[src/hw/rtl/b64le_pkg.sv]
`timescale 1ns / 1ps

package b64le_pkg;

    localparam logic [7:0] LINE_LIMIT_RESET = 8'd120;
    localparam int unsigned QUEUE_DEPTH_DEF = 2;

    localparam logic [6:0] CHAR_NEWLINE = 7'h0a;
    localparam logic [6:0] CHAR_PAD     = 7'h3d;

    localparam logic [2:0] IDX_NEWLINE  = 3'd4;
    localparam logic [2:0] IDX_LAST_SYM = 3'd3;

    // one encoding job: a group of up to three bytes plus what follows it
    typedef struct packed {
        logic [23:0] word;
        logic [1:0]  pads;
        logic        has_nl;
        logic        done;
    } t_job;

    // base64 alphabet lookup
    function automatic logic [6:0] b64_char(input logic [5:0] v);
        logic [6:0] c;
        c = {1'b0, v};
        if (v < 6'd26) begin
            b64_char = c + 7'd65;
        end else if (v < 6'd52) begin
            b64_char = c + 7'd71;
        end else if (v < 6'd62) begin
            b64_char = c - 7'd4;
        end else if (v == 6'd62) begin
            b64_char = 7'h2b;
        end else begin
            b64_char = 7'h2f;
        end
    endfunction

endpackage

[src/hw/rtl/b64le_in_if.sv]
`timescale 1ns / 1ps

interface b64le_in_if;
    logic       valid;
    logic       ready;
    logic [7:0] in_byte;
    logic       end_of_message;

    modport source (output valid, output in_byte, output end_of_message, input ready);
    modport sink   (input valid, input in_byte, input end_of_message, output ready);
endinterface

[src/hw/rtl/b64le_out_if.sv]
`timescale 1ns / 1ps

interface b64le_out_if;
    logic       valid;
    logic       ready;
    logic [6:0] out_char;
    logic       run_last;
    logic       message_done;

    modport source (output valid, output out_char, output run_last, output message_done,
                    input ready);
    modport sink   (input valid, input out_char, input run_last, input message_done,
                    output ready);
endinterface

[src/hw/rtl/b64le_front.sv]
`timescale 1ns / 1ps

module b64le_front
    import b64le_pkg::*;
(
    input  logic       i_clk,
    input  logic       i_rst_n,
    input  logic       i_cfg_we,
    input  logic [7:0] i_cfg_data,
    input  logic       i_valid,
    input  logic [7:0] i_byte,
    input  logic       i_last,
    output logic       o_ready,
    input  logic       i_q_full,
    output logic       o_push,
    output t_job       o_job
);

    logic [7:0]  r_limit;
    logic [15:0] r_pend;
    logic [1:0]  r_cnt;
    logic [7:0]  r_line;

    logic [15:0] n_pend;
    logic [1:0]  n_cnt;
    logic [7:0]  n_line;

    logic [8:0]  sum;
    logic        hit;
    logic        accept;

    assign o_ready = !i_q_full;
    assign accept  = i_valid && o_ready;
    assign sum     = {1'b0, r_line} + 9'd4;
    assign hit     = sum >= {1'b0, r_limit};

    always_comb begin
        n_pend       = r_pend;
        n_cnt        = r_cnt;
        n_line       = r_line;
        o_job.word   = {i_byte, 16'h0000};
        o_job.pads   = 2'd2;
        o_job.has_nl = 1'b1;
        o_job.done   = i_last;
        case (r_cnt)
            2'd2: begin
                o_job.word   = {r_pend, i_byte};
                o_job.pads   = 2'd0;
                o_job.has_nl = hit || i_last;
                n_line       = hit ? 8'd0 : sum[7:0];
                n_cnt        = 2'd0;
                n_pend       = 16'h0000;
            end
            2'd1: begin
                o_job.word = {r_pend[15:8], i_byte, 8'h00};
                o_job.pads = 2'd1;
                n_pend     = {r_pend[15:8], i_byte};
                n_cnt      = 2'd2;
            end
            default: begin
                n_pend = {i_byte, 8'h00};
                n_cnt  = 2'd1;
            end
        endcase
        if (i_last) begin
            n_pend = 16'h0000;
            n_cnt  = 2'd0;
            n_line = 8'd0;
        end
    end

    // a job leaves only for a full group or the final byte
    assign o_push = accept && ((r_cnt == 2'd2) || i_last);

    always_ff @(posedge i_clk) begin
        if (!i_rst_n) begin
            r_limit <= LINE_LIMIT_RESET;
            r_pend  <= 16'h0000;
            r_cnt   <= 2'd0;
            r_line  <= 8'd0;
        end else begin
            if (i_cfg_we) begin
                r_limit <= i_cfg_data;
            end
            if (accept) begin
                r_pend <= n_pend;
                r_cnt  <= n_cnt;
                r_line <= n_line;
            end
        end
    end

endmodule

[src/hw/rtl/b64le_queue.sv]
`timescale 1ns / 1ps

module b64le_queue
    import b64le_pkg::*;
#(
    parameter int unsigned DEPTH = QUEUE_DEPTH_DEF
) (
    input  logic i_clk,
    input  logic i_rst_n,
    input  logic i_push,
    input  t_job i_job,
    output logic o_full,
    input  logic i_pop,
    output logic o_valid,
    output t_job o_job
);

    localparam int unsigned PW = (DEPTH > 1) ? $clog2(DEPTH) : 1;
    localparam int unsigned CW = $clog2(DEPTH + 1);

    t_job          r_mem [DEPTH];
    logic [PW-1:0] r_wr;
    logic [PW-1:0] r_rd;
    logic [CW-1:0] r_count;
    logic          do_pop;
    logic          do_push;

    assign o_full  = r_count == CW'(DEPTH);
    assign o_valid = r_count != '0;
    assign o_job   = r_mem[r_rd];
    assign do_pop  = i_pop && o_valid;
    assign do_push = i_push && !o_full;

    always_ff @(posedge i_clk) begin
        if (do_push) begin
            r_mem[r_wr] <= i_job;
        end
    end

    always_ff @(posedge i_clk) begin
        if (!i_rst_n) begin
            r_wr    <= '0;
            r_rd    <= '0;
            r_count <= '0;
        end else begin
            if (do_push) begin
                r_wr <= (r_wr == PW'(DEPTH - 1)) ? '0 : r_wr + 1'b1;
            end
            if (do_pop) begin
                r_rd <= (r_rd == PW'(DEPTH - 1)) ? '0 : r_rd + 1'b1;
            end
            if (do_push && !do_pop) begin
                r_count <= r_count + 1'b1;
            end else if (do_pop && !do_push) begin
                r_count <= r_count - 1'b1;
            end
        end
    end

endmodule

[src/hw/rtl/b64le_back.sv]
`timescale 1ns / 1ps

module b64le_back
    import b64le_pkg::*;
(
    input  logic       i_clk,
    input  logic       i_rst_n,
    input  logic       i_q_valid,
    input  t_job       i_job,
    output logic       o_pop,
    output logic       o_valid,
    input  logic       i_ready,
    output logic [6:0] o_char,
    output logic       o_run_last,
    output logic       o_done
);

    logic       r_busy;
    t_job       r_job;
    logic [2:0] r_idx;

    logic       final_char;
    logic       take;
    logic       load;

    assign final_char = (r_idx == IDX_NEWLINE) || (r_idx == IDX_LAST_SYM && !r_job.has_nl);
    assign take       = r_busy && i_ready;
    assign load       = !r_busy || (take && final_char);
    assign o_pop      = load && i_q_valid;

    always_comb begin
        case (r_idx)
            3'd0: o_char = b64_char(r_job.word[23:18]);
            3'd1: o_char = b64_char(r_job.word[17:12]);
            3'd2: o_char = (r_job.pads == 2'd2) ? CHAR_PAD : b64_char(r_job.word[11:6]);
            3'd3: o_char = (r_job.pads != 2'd0) ? CHAR_PAD : b64_char(r_job.word[5:0]);
            default: o_char = CHAR_NEWLINE;
        endcase
    end

    assign o_valid    = r_busy;
    assign o_run_last = final_char;
    assign o_done     = final_char && r_job.done;

    always_ff @(posedge i_clk) begin
        if (load) begin
            r_job <= i_job;
        end
    end

    always_ff @(posedge i_clk) begin
        if (!i_rst_n) begin
            r_busy <= 1'b0;
            r_idx  <= 3'd0;
        end else if (load) begin
            r_busy <= i_q_valid;
            r_idx  <= 3'd0;
        end else if (take) begin
            r_idx <= r_idx + 3'd1;
        end
    end

endmodule

[src/hw/rtl/base64_line_wrapped_encoder.sv]
// path: a byte that completes a group is queued, then loaded into the emitter's job register
// throughput: one byte per cycle in while the queue has room; one char per cycle out if ready
// sustained rate is set by the single-character output: 4 or 5 characters per 3-byte group
// reset: synchronous active-low i_rst_n clears group, line count and queue; line_limit to 120
`timescale 1ns / 1ps

module base64_line_wrapped_encoder
    import b64le_pkg::*;
#(
    parameter int unsigned QUEUE_DEPTH = QUEUE_DEPTH_DEF
) (
    input  logic         i_clk,
    input  logic         i_rst_n,
    input  logic         i_cfg_we,
    input  logic [7:0]   i_cfg_data,
    b64le_in_if.sink     i_in,
    b64le_out_if.source  o_out
);

    // jobs from the byte collector to the character emitter
    t_job q_in_job;
    t_job q_out_job;
    logic q_push;
    logic q_full;
    logic q_pop;
    logic q_valid;

    // front: collects bytes into groups, tracks line length, builds jobs
    b64le_front u_front (
        .i_clk      (i_clk),
        .i_rst_n    (i_rst_n),
        .i_cfg_we   (i_cfg_we),
        .i_cfg_data (i_cfg_data),
        .i_valid    (i_in.valid),
        .i_byte     (i_in.in_byte),
        .i_last     (i_in.end_of_message),
        .o_ready    (i_in.ready),
        .i_q_full   (q_full),
        .o_push     (q_push),
        .o_job      (q_in_job)
    );

    // short queue so the input keeps flowing while characters drain
    b64le_queue #(
        .DEPTH (QUEUE_DEPTH)
    ) u_queue (
        .i_clk   (i_clk),
        .i_rst_n (i_rst_n),
        .i_push  (q_push),
        .i_job   (q_in_job),
        .o_full  (q_full),
        .i_pop   (q_pop),
        .o_valid (q_valid),
        .o_job   (q_out_job)
    );

    // back: emits four symbols and an optional newline per job
    b64le_back u_back (
        .i_clk      (i_clk),
        .i_rst_n    (i_rst_n),
        .i_q_valid  (q_valid),
        .i_job      (q_out_job),
        .o_pop      (q_pop),
        .o_valid    (o_out.valid),
        .i_ready    (o_out.ready),
        .o_char     (o_out.out_char),
        .o_run_last (o_out.run_last),
        .o_done     (o_out.message_done)
    );

endmodule

[src/flat_wrapper.sv]
// flat-port wrapper written by rule: the top's interface ports become plain ports
module base64_line_wrapped_encoder_flat import b64le_pkg::*;
#(
    parameter int unsigned QUEUE_DEPTH = QUEUE_DEPTH_DEF
)
  (i_clk, i_rst_n, i_cfg_we, i_cfg_data, i_in_valid, i_in_in_byte, i_in_end_of_message, i_in_ready, o_out_valid, o_out_out_char, o_out_run_last, o_out_message_done, o_out_ready);
  b64le_in_if i_in_i ();
  b64le_out_if o_out_i ();
  input  logic i_clk;
  input  logic i_rst_n;
  input  logic i_cfg_we;
  input  logic [7:0] i_cfg_data;
  input wire logic [$bits(i_in_i.valid)-1:0] i_in_valid;
  input wire logic [$bits(i_in_i.in_byte)-1:0] i_in_in_byte;
  input wire logic [$bits(i_in_i.end_of_message)-1:0] i_in_end_of_message;
  output wire logic [$bits(i_in_i.ready)-1:0] i_in_ready;
  output wire logic [$bits(o_out_i.valid)-1:0] o_out_valid;
  output wire logic [$bits(o_out_i.out_char)-1:0] o_out_out_char;
  output wire logic [$bits(o_out_i.run_last)-1:0] o_out_run_last;
  output wire logic [$bits(o_out_i.message_done)-1:0] o_out_message_done;
  input wire logic [$bits(o_out_i.ready)-1:0] o_out_ready;
  assign i_in_i.valid = i_in_valid;
  assign i_in_i.in_byte = i_in_in_byte;
  assign i_in_i.end_of_message = i_in_end_of_message;
  assign i_in_ready = i_in_i.ready;
  assign o_out_valid = o_out_i.valid;
  assign o_out_out_char = o_out_i.out_char;
  assign o_out_run_last = o_out_i.run_last;
  assign o_out_message_done = o_out_i.message_done;
  assign o_out_i.ready = o_out_ready;
  base64_line_wrapped_encoder #(.QUEUE_DEPTH(QUEUE_DEPTH)) u_core (.i_clk(i_clk), .i_rst_n(i_rst_n), .i_cfg_we(i_cfg_we), .i_cfg_data(i_cfg_data), .i_in(i_in_i), .o_out(o_out_i));
endmodule
[config.mk]
export PLATFORM = sky130hd
export DESIGN_NAME = base64_line_wrapped_encoder_flat
export DESIGN_NICKNAME = d
export VERILOG_FILES = /design/src/hw/rtl/b64le_pkg.sv /design/src/hw/rtl/b64le_in_if.sv /design/src/hw/rtl/b64le_out_if.sv /design/src/hw/rtl/b64le_front.sv /design/src/hw/rtl/b64le_queue.sv /design/src/hw/rtl/b64le_back.sv /design/src/hw/rtl/base64_line_wrapped_encoder.sv /design/src/flat_wrapper.sv
export SDC_FILE = /design/constraint.sdc
export NUM_CORES = 1
export LEC_CHECK = 0
export CAP_MARGIN = 20
export CORE_MARGIN = 1
export CORE_UTILIZATION = 30
export DETAILED_ROUTE_END_ITERATION = 12
export DONT_BUFFER_PORTS = 1
export GPL_ROUTABILITY_DRIVEN = 0
export GPL_TIMING_DRIVEN = 0
export PLACE_DENSITY = 0.5
export SETUP_SLACK_MARGIN = 0.15
export SYNTH_ARGS = -nofsm -noshare
export SYNTH_HDL_FRONTEND = slang
export SYNTH_SLANG_ARGS = --single-unit
[constraint.sdc]
create_clock -name i_clk -period 3.4 [get_ports i_clk]
set_input_delay 0.68 -clock i_clk [delete_from_list [all_inputs] [get_ports i_clk]]
set_output_delay 0.68 -clock i_clk [all_outputs]
set_load 0.02 [all_outputs]
==> impl_metrics.csv, run 1 <==
group,metric,value,unit
global_routing,grt_pass1_wl,25400,µm
route,antenna_left,0,
power_and_ir_drop,net-switching-power,2.25,mW
global_routing,grt_max_degree,32,
yosys,synth_area_per_cell,10.2,µm²
timing,drv_slew,0,
place,dp.final_hpwl,11300,µm
route,drt_first_pass_iters,5,
global_routing,grt.total_usage,14.8,%
cts,root_buffer,"clkbuf_16",
run_status,status,"complete, no violations",
die,initial_utilization,31.1,%
worst_setup_path,end_kind,"primary output",
timing,finalHoldViolations,0,
die,die-area,22600,µm²
power_and_ir_drop,p_total,6.48,mW
finish,final_common_cell,"edfxtp_1",
worst_setup_path,crit_type,"reg -> out",
yosys,yosysUniqueCellTypes,63,
cts,insertion_delay,0.41,ns
cts,cts_buffer_depth,2,
timing,finalClockSkew,0.00444,ns
finish,drive_gt1_share,16.1,%
global_routing,grt_pass1_vias,4783,
timing,worst_pin_slew,0.847,ns
finish,fin_nets,748,
global_routing,gr-total-overflow,0,
cts,clk_pin_slew,0.05,ns
route,dr_total_vias,5010,
yosys,ys_seq_area_share,50.3,%
timing,period_minus_slack,3.26,ns
finish,fillers,2079,
route,drt_wl_total,16100,µm
timing,setup_viol,0,
yosys,synth_edf_count,84,
place,place_ws,-0.0413,ns
yosys,ys_seq_elements,124,
yosys,synth_ff_type,"edfxtp_1",
worst_setup_path,cpMaxStageDelayCell,"edfxtp_1",
finish,final_cell_mix,"edfxtp_1, nand2_1, a21oi_1",
finish,finalInstanceArea,7950,µm²
global_routing,antenna_found_initial,0,
yosys,synthArstFlopShare,0,%
power_and_ir_drop,pwr_density_cell,815,nW/µm²
power_and_ir_drop,power.static_leakage,2.88,nW
power_and_ir_drop,switching_share,34.7,%
place,io_buffer_count,0,
finish,n_antenna_cell,0,
power_and_ir_drop,peakVddDrop,0.497,mV
worst_setup_path,setup.worst_path.start_class,"register",
cts,cts_tree,"done",
timing,layout_worst_path_cycle_share,96.0,%
route,wl_met3,907,µm
route,route.layer.met1.wl,7480,µm
timing,setup_ws,0.137,ns
route,drtIter0Drc,326,
worst_setup_path,timing.critical_path.cells,"buf_4, ha_4, a21o_1, a21oi_4, nor3_2, a221o_1, a222oi_1, nand3_1",
finish,fin_util,37.3,%
finish,syn2layout_area_growth,20.2,%
die,die_w,150,µm
die,num_rows,53,
die,num_io_pins,33,
yosys,syn-cell-area,6610,µm²
cts,clock-sinks,124,
timing,setup-tns-final,0,ns
timing,timing.fmax,306,MHz
finish,final-seq-area,3320,µm²
timing,maxSlewHeadroom,43.4,%
cts,postCtsHoldBufs,0,
cts,numCtsBuffers,17,
yosys,yosys_warnings,0,
route,top_layer,"met4",
route,post_drt_via_cell_ratio,5.12,
route,met2_length,7440,µm
power_and_ir_drop,power_frac_clock,30.8,%
power_and_ir_drop,p_int,4.23,mW
worst_setup_path,worstPathMaxFanout,5,
die,die_h,150,µm
power_and_ir_drop,seq_power_share,33.4,%
timing,grt_setup_unrepaired,"yes",
cts,cts_max_level,4,
place,postPlaceCellArea,6990,µm²
power_and_ir_drop,combinationalPowerShare,35.8,%
run,max-cap-violations,0,
yosys,postSynthCellCount,648,
route,wl_per_cell,16.5,µm
die,coreArea,21300,µm²
worst_setup_path,cp.required,2.72,ns
worst_hold_path,hold_path_class,"in -> reg",
yosys,syn_nets,706,
worst_setup_path,critPathMaxStageDelay,0.45,ns
route,drc,0,
worst_setup_path,crit_arrival,2.58,ns
finish,multiInputGateArea,3120,µm²
flip-flops by register name, summed over array words and instances, names as in the netlist, 2 cells and up:
signal                  cells
u_core.u_back.r_idx         3
u_core.u_back.r_job        28
u_core.u_front.r_cnt        2
u_core.u_front.r_limit      8
u_core.u_front.r_line       6
u_core.u_front.r_pend      16
u_core.u_queue.r_count      2
u_core.u_queue.r_mem       56
path summary, 6_finish.rpt:
check        slack, ns                    endpoint                       from  cells past startpoint
max reg2reg       0.45   u_core.u_queue.r_count[1]     u_core.u_back.r_idx[1]                      9
min reg2reg       0.45   u_core.u_front.r_pend[15]  u_core.u_front.r_pend[15]                      2
max               0.14           o_out_out_char[1]     u_core.u_back.r_job[6]                      8
min               0.36  u_core.u_queue.r_mem[0][0]        i_in_end_of_message                      0
worst max-delay path, delay by kind of cell, from the launching register on:
family | cells | cell delay (ns)
AND/OR/NAND/NOR | 2 | 0.34
buffers and inverters | 1 | 0.18
adder cells (fa/ha/maj) | 1 | 0.17
flip-flops | 1 | 0.45
AO/OA/AOI/OAI | 4 | 1.03
cell usage after synthesis (5+ instances only):
| cell type | n | share of area (%) |
|---|---|---|
| a31oi_1 | 5 | 0.47 |
| nor2_1 | 42 | 2.4 |
| ha_1 | 36 | 6.8 |
| o21ai_0 | 17 | 1.3 |
| inv_1 | 32 | 1.8 |
| nor2b_1 | 11 | 1.0 |
| and2_1 | 12 | 1.1 |
| xor2_1 | 7 | 0.93 |
| xnor2_1 | 12 | 1.6 |
| mux2_2 | 19 | 3.2 |
| mux2i_1 | 5 | 0.76 |
| dfxtp_1 | 40 | 12 |
| clkbuf_1 | 15 | 0.85 |
| a22oi_1 | 11 | 1.2 |
| o211ai_1 | 6 | 0.68 |
| nand3_1 | 36 | 2.7 |
| nand4_1 | 6 | 0.57 |
| buf_2 | 8 | 0.61 |
| nand2_1 | 79 | 4.5 |
| buf_6 | 5 | 0.85 |
| a211oi_1 | 10 | 1.1 |
| edfxtp_1 | 84 | 38 |
| o21ai_1 | 15 | 1.1 |
| nor3_1 | 9 | 0.68 |
| a21oi_1 | 47 | 3.6 |
| mux2_1 | 9 | 1.5 |
| a21boi_1 | 6 | 0.68 |
routing by layer:
metal / up-vias / global-route usage (%)
li1: 2438 / -
met1: 2397 / 19.2
met2: 155 / 23.4
met3: 20 / 3.82
met4: 0 / 5.76
met5: - / 0
what timing repair did:
| action | in CTS | in global routing |
|---|---|---|
| setup endpoints to repair | 6 | 6 |
| buffers inserted | 15 | 6 |
| cloned | 0 | 1 |
| gates resized for setup | 19 | 11 |
| pin swaps | 11 | 7 |
| endpoints found under the hold margin | 0 | 0 |
kinds of logic after synthesis:
| logic type | Yosys count | share of synthesized area, % |
|---|---|---|
| AOI/OAI and AO/OA | 155 | 15.3 |
| xor gates and xnor gates | 19 | 2.52 |
| adders and majority gates | 36 | 6.81 |
| buffers and inverters | 66 | 4.47 |
| DFF | 124 | 50.3 |
| muxes | 33 | 5.53 |
| and+or+nand+nor | 215 | 15.1 |
power by group through the flow:
stage	registers, mW	logic [mW]	clock network [mW]
global route	2.19	2.54	2.11
detailed placement	2.19	1.95	0
global placement	2.18	1.90	0
CTS	2.15	2.16	2.03
floorplan	2.10	1.56	0
finish	2.16	2.32	2.00
final cells by class:
type                       count  area share (%)
clock inverter                13            2.79
clock buffer                  19            5.45
buffer                        30            2.17
tap                          275            4.33
inverter                      36            1.73
timing repair buffer          22            2.42
multi-input combinational    459            39.3
sequential                   124            41.8
stage by stage:
step,hold WS (ns),std cells
5_1_grt,0.337,978
3_3_place_gp,0.442,923
4_1_cts,0.343,971
3_5_place_dp,0.448,924
6_report,0.360,978
2_1_floorplan,0.431,648
Power figures use the tool's default switching activity.
==> inputs of run 2 (changes only) <==
- CORE_MARGIN: 1 -> 2
- PLACE_DENSITY: 0.5 -> 0.51
- clock period: 3.4 -> 2.8 ns (I/O delays scaled with it)
==> impl_metrics.csv, run 2 (synthesis results as in run 1) <==
group,metric,value,unit
run_status,status,"finished with violations",
run_status,violations,"negative setup slack",
route,wl_per_cell,16.7,µm
worst_hold_path,hold_path_class,"in -> reg",
global_routing,grt_max_degree,29,
finish,final_cell_mix,"edfxtp_1, nand2_1, a21oi_1",
timing,finalClockSkew,0.00772,ns
worst_setup_path,timing.critical_path.cells,"buf_6, ha_4, a21o_4, a21oi_4, nor3_2, a221o_1, a222oi_1, nand3_2",
worst_setup_path,cp.required,2.24,ns
route,drtIter0Drc,297,
global_routing,antenna_found_initial,1,
worst_setup_path,ff2ff_path_depth,9,
cts,postCtsHoldBufs,0,
cts,insertion_delay,0.42,ns
timing,timing.fmax,324,MHz
power_and_ir_drop,peakVddDrop,0.384,mV
finish,fin_nets,760,
place,postPlaceCellArea,6990,µm²
cts,root_buffer,"clkbuf_16",
run,max-cap-violations,0,
worst_setup_path,critical_path.top_delay_family,"compound AO/OA/AOI/OAI gates",
place,post-place-cells,929,
worst_setup_path,timing.rr.start,"u_core.u_back.r_idx[1]",
global_routing,gr-total-overflow,0,
power_and_ir_drop,pwr_density_cell,960,nW/µm²
timing,setup_viol,5,
place,dp.final_hpwl,11400,µm
worst_setup_path,critPathMaxStageDelay,0.47,ns
finish,fin_util,37.6,%
cts,cts_max_level,4,
die,coreArea,21800,µm²
cts,numCtsBuffers,17,
die,num_rows,54,
worst_hold_path,hold_depth,0,
finish,top_register,"u_core.u_queue.r_mem",
worst_setup_path,setup.worst_path.start_class,"register",
power_and_ir_drop,seq_power_share,33.3,%
route,post_drt_via_cell_ratio,5.10,
timing,drv_slew,0,
cts,cts_tree,"done",
die,num_io_pins,33,
finish,reg_top3,"u_core.u_queue.r_mem x56, u_core.u_back.r_job x28, u_core.u_front.r_pend x16",
finish,drive_gt1_share,23.1,%
global_routing,grt_pass1_vias,4948,
worst_setup_path,cpMaxStageDelayCell,"edfxtp_1",
cts,cts_buffer_depth,2,
die,die_h,152,µm
worst_hold_path,hold_path.startpoint,"i_in_end_of_message",
power_and_ir_drop,combinationalPowerShare,41.0,%
timing,worst_pin_slew,0.836,ns
place,io_buffer_count,0,
route,drt_wl_total,16700,µm
route,drt_first_pass_iters,5,
worst_setup_path,crit_type,"reg -> out",
die,die_w,152,µm
route,dr_total_vias,5078,
finish,syn2layout_area_growth,23.8,%
timing,grt_setup_unrepaired,"yes",
place,place_ws,-0.353,ns
route,drc,0,
global_routing,grt_pass1_wl,25900,µm
worst_setup_path,crit_arrival,2.52,ns
worst_hold_path,hold_path_end,"u_core.u_queue.r_mem[1][0]",
power_and_ir_drop,power.static_leakage,2.92,nW
finish,stdcell_count,996,
worst_setup_path,end_kind,"primary output",
worst_setup_path,critPathBufInv,1,
die,die-area,23200,µm²
worst_setup_path,reg2reg_slack,0.35,ns
power_and_ir_drop,p_int,4.91,mW
worst_setup_path,worstPathMaxFanout,4,
timing,setup-tns-final,-1.12,ns
finish,final_common_cell,"edfxtp_1",
worst_setup_path,r2r_end,"u_core.u_queue.r_count[1]",
timing,layout_worst_path_cycle_share,110,%
finish,fillers,2165,
route,antenna_left,0,
timing,period_minus_slack,3.08,ns
timing,finalHoldViolations,0,
power_and_ir_drop,net-switching-power,2.95,mW
timing,setup_ws,-0.282,ns
timing,maxSlewHeadroom,44.1,%
die,initial_utilization,30.4,%
finish,finalInstanceArea,8180,µm²
finish,largest_reg_flops,56,
power_and_ir_drop,power_frac_clock,25.7,%
cts,clk_pin_slew,0.05,ns
cts,clock-sinks,124,
global_routing,grt.total_usage,14.2,%
power_and_ir_drop,switching_share,37.5,%
[run 2: cell count changes in the layout (fill, tap and decap cells not counted), moves of 4 or more]
cell,change
inv_6,+4
bufinv_16,-5
inv_1,-5
buf_4,+12
ha_2,+4
ha_1,-7
inv_2,+4
[run 2: worst max-delay path by stage]
stage / startpoint / to / slack (ns) / cells past startpoint
2_1_floorplan: u_core.u_back.r_idx[1] / u_core.u_queue.r_count[1] / 0.13 / 9
3_3_place_gp: u_core.u_back.r_idx[1] / u_core.u_queue.r_count[1] / -0.29 / 9
3_5_place_dp: u_core.u_back.r_idx[1] / u_core.u_queue.r_count[1] / -0.35 / 9
4_1_cts: u_core.u_back.r_job[12] / o_out_out_char[3] / -0.29 / 9
5_1_grt: u_core.u_back.r_job[7] / o_out_out_char[1] / -0.35 / 8
6_report: u_core.u_back.r_job[7] / o_out_out_char[1] / -0.28 / 8
[run 2: final cells by class]
class | instances | area [µm²] | share of cell area [%]
antenna | 1 | 2.50 | 0.0306
buffer | 30 | 183 | 2.23
clock buffer | 17 | 425 | 5.20
clock inverter | 15 | 125 | 1.53
inverter | 36 | 145 | 1.77
multi-input combinational | 459 | 3360 | 41.0
sequential | 124 | 3320 | 40.6
tap | 280 | 350 | 4.28
timing repair buffer | 34 | 274 | 3.35
[run 2: worst reg2reg max path, stage by stage, from the launching register on]
cell and delay (ns):
dfxtp_1 0.37, ha_1 0.17, ha_2 0.25, inv_2 0.10
o21ai_4 0.30, a21bo_4 0.22, o21ai_1 0.11, ha_1 0.35
or3_1 0.35, a21oi_1 0.15
[run 2: metal layers]
layer,wire (µm),track usage [%],vias up
met4,520,6.04,0
met1,7070,17.1,2413
met3,1110,4.98,43
met5,0,0,-
li1,-,-,2459
met2,7970,23.0,163
[run 2: timing repair]
item / CTS / global route
pin swaps: 21 / 26
gates resized for setup: 41 / 48
gates cloned: 1 / 0
endpoints found under the setup margin: 10 / 33
setup buffers: 21 / 12
[run 2: power groups by stage]
stage,Clock (mW),Sequential [mW],Combinational (mW)
detailed placement,0,2.67,2.40
finish,2.02,2.62,3.22
floorplan,0,2.55,1.90
CTS,2.07,2.61,2.83
global placement,0,2.66,2.32
global route,2.15,2.66,3.49
[run 2: through the flow]
step           hold slack (ns)  power (mW)
6_report                 0.239        7.86
5_1_grt                  0.212        8.30
4_1_cts                  0.216        7.51
3_5_place_dp             0.444        5.08
3_3_place_gp             0.442        4.97
2_1_floorplan            0.431        4.45
==> inputs of run 3 (changes only) <==
- ABC_AREA: unset -> 1
- CORE_UTILIZATION: 30 -> 50
- PLACE_DENSITY: 0.51 -> 0.74
==> impl_metrics.csv, run 3 <==
group,metric,value,unit
worst_setup_path,end_kind,"primary output",
route,drt_wl_total,14700,µm
cts,cts_tree,"done",
worst_hold_path,hold_path_class,"in -> reg",
yosys,syn-cell-area,6760,µm²
power_and_ir_drop,pwr_density_cell,1110,nW/µm²
yosys,yosys_warnings,0,
timing,period_minus_slack,2.66,ns
yosys,yosysUniqueCellTypes,39,
worst_setup_path,timing.rr.start,"u_core.u_back.r_idx[2]",
global_routing,grt.total_usage,20.2,%
yosys,postSynthCellCount,806,
finish,syn2layout_area_growth,20.9,%
route,post_drt_via_cell_ratio,5.20,
route,antenna_left,0,
yosys,ys_seq_area_share,49.2,%
worst_setup_path,setup.worst_path.start_class,"register",
worst_setup_path,crit_arrival,2.10,ns
yosys,synth_top_area_share,37.3,%
global_routing,grtUsageMet2,31.6,%
die,initial_utilization,51.0,%
finish,fin_util,61.7,%
die,num_io_pins,33,
finish,largest_reg_flops,56,
route,drc,0,
finish,fin_nets,930,
power_and_ir_drop,power.static_leakage,3.42,nW
cts,clock-sinks,124,
yosys,synth_ff_type,"edfxtp_1",
cts,root_buffer,"clkbuf_16",
power_and_ir_drop,peakVddDrop,0.607,mV
cts,cts_max_level,4,
yosys,synth_common_cells,"nand2_1, inv_1, edfxtp_1, nand3_1, nor2_1",
route,drtIter0Drc,515,
timing,worst_pin_slew,0.755,ns
power_and_ir_drop,p_total,9.10,mW
timing,maxSlewHeadroom,49.7,%
global_routing,top_usage_layer,"met2",
place,dp.final_hpwl,10000,µm
global_routing,grt_max_degree,20,
worst_setup_path,reg2reg_slack,0.32,ns
worst_setup_path,cpMaxStageDelayCell,"edfxtp_1",
worst_setup_path,r2r_end,"u_core.u_queue.r_count[1]",
cts,insertion_delay,0.40,ns
worst_setup_path,ff2ff_path_depth,12,
die,die_w,120,µm
die,die-area,14500,µm²
timing,finalClockSkew,0.00901,ns
cts,clk_pin_slew,0.05,ns
yosys,synthTopCellsByArea,"edfxtp_1, nand2_1, dfxtp_1, ha_1, inv_1",
global_routing,antenna_found_initial,0,
yosys,synth.largest_area_cell,"edfxtp_1",
die,coreArea,13200,µm²
timing,grt_setup_unrepaired,"yes",
cts,postCtsHoldBufs,0,
global_routing,gr-total-overflow,0,
finish,reg_top3,"u_core.u_queue.r_mem x56, u_core.u_back.r_job x28, u_core.u_front.r_pend x16",
worst_setup_path,worstSetupEndpoint,"o_out_out_char[1]",
die,die_h,120,µm
run,max-cap-violations,0,
worst_setup_path,startpoint,"u_core.u_back.r_job[7]",
yosys,synthArstFlopShare,0,%
global_routing,grt_pass1_wl,23200,µm
global_routing,use_met3,5.05,%
cts,numCtsBuffers,17,
route,dr_total_vias,5517,
finish,final_common_cell,"nand2_1",
timing,drv_slew,0,
timing,setup_viol,0,
yosys,synth_area_per_cell,8.39,µm²
global_routing,grt.met1_usage,26.9,%
finish,final_cell_mix,"nand2_1, edfxtp_1, inv_1",
route,drt_first_pass_iters,6,
finish,n_antenna_cell,0,
global_routing,grt_pass1_vias,4891,
yosys,synth.most_common_cell,"nand2_1",
place,io_buffer_count,0,
yosys,ys_seq_elements,124,
yosys,synth_edf_count,84,
finish,drive_gt1_share,19.4,%
worst_setup_path,worstPathMaxFanout,8,
route,wl_per_cell,13.9,µm
worst_setup_path,crit_type,"reg -> out",
timing,timing.fmax,375,MHz
timing,fin_hold_ws,0.259,ns
finish,top_register,"u_core.u_queue.r_mem",
yosys,syn_nets,864,
worst_setup_path,timing.critical_path.cells,"ha_4, inv_2, nand2_2, nand2_2, nand2_4, buf_6, o211ai_1, nand4_1",
die,num_rows,42,
timing,layout_worst_path_cycle_share,95.2,%
run_status,status,"complete, no violations",
timing,finalHoldViolations,0,
cts,cts_buffer_depth,2,
worst_setup_path,critPathMaxStageDelay,0.53,ns
worst_setup_path,cp.required,2.24,ns
worst_setup_path,cp_common_cell,"nand2_2",
[run 3: cell count changes after synthesis, sizes merged, moves of 6 or more]
cell	delta
a22oi	-11
and2	-12
buf	-8
inv	+70
mux2	-28
nand2	+153
nand3	+16
nor2	+9
nor2b	-11
o21ai	+28
o22ai	+6
xnor2	-7
xor2	+6
[run 3: kinds of logic (layout without fill, tap and decap cells)]
logic type,after synthesis,count (layout),synth area share [%]
fa+ha+maj,36,36,6.66
buf+inv,129,206,7.42
simple gates,356,357,22.4
flops,124,124,49.2
xor+xnor,18,18,2.33
compound gates,143,144,12.0
[run 3: cell type report]
cell class	count	area [µm²]
repair buffers	45	360
multi-input cells	555	3200
inverters	110	422
flip-flops and latches	124	3320
clock buffers	21	460
plain buffers	19	92.6
well taps	176	220
clock inverters	11	96.3
fillers	1127	5070
[run 3: layer usage]
layer | part of all wire [%] | up-vias
met5 | 0 | -
met4 | 1.9 | 0
met3 | 5.5 | 23
met2 | 47 | 168
met1 | 45 | 2503
li1 | - | 2823
[run 3: worst min path at each step]
stage,start,end,cells past startpoint
2_1_floorplan,u_core.u_front.r_pend[15],u_core.u_front.r_pend[15],2
3_3_place_gp,u_core.u_front.r_pend[12],u_core.u_front.r_pend[12],2
3_5_place_dp,u_core.u_front.r_pend[10],u_core.u_front.r_pend[10],2
4_1_cts,i_in_end_of_message,u_core.u_queue.r_mem[1][0],0
5_1_grt,i_in_end_of_message,u_core.u_queue.r_mem[0][0],0
6_report,i_in_end_of_message,u_core.u_queue.r_mem[0][0],0
[run 3: metrics by stage]
step	TNS, ns	setup slack [ns]	area (µm²)	std cells
after floorplan	0	0.238	6770	806
after global placement	-12.75	-0.251	6990	982
after detailed placement	-0.336	-0.285	7020	984
after CTS	0	0.153	7710	1030
after global routing	0	0.0286	8170	1061
final	0	0.136	8170	1061
[run 3: power breakdown]
group          switching (mW)  internal (mW)
Clock                   0.731           1.26
Combinational            2.56           1.62
Sequential              0.429           2.50
Total                    3.72           5.37
[run 3: worst max-delay path, delay by kind of cell (launching register included)]
| kind | cells | cell delay, ns |
|---|---|---|
| compound gates | 1 | 0.24 |
| fa+ha+maj | 1 | 0.23 |
| buf+inv | 2 | 0.19 |
| flops | 1 | 0.53 |
| simple gates | 4 | 0.51 |
[run 3: timing repair]
item | 4_1_cts | 5_1_grt
pin swaps | 6 | 29
gates cloned | 2 | 0
gates resized for setup | 12 | 70
setup endpoints to repair | 8 | 7
setup buffers | 12 | 31
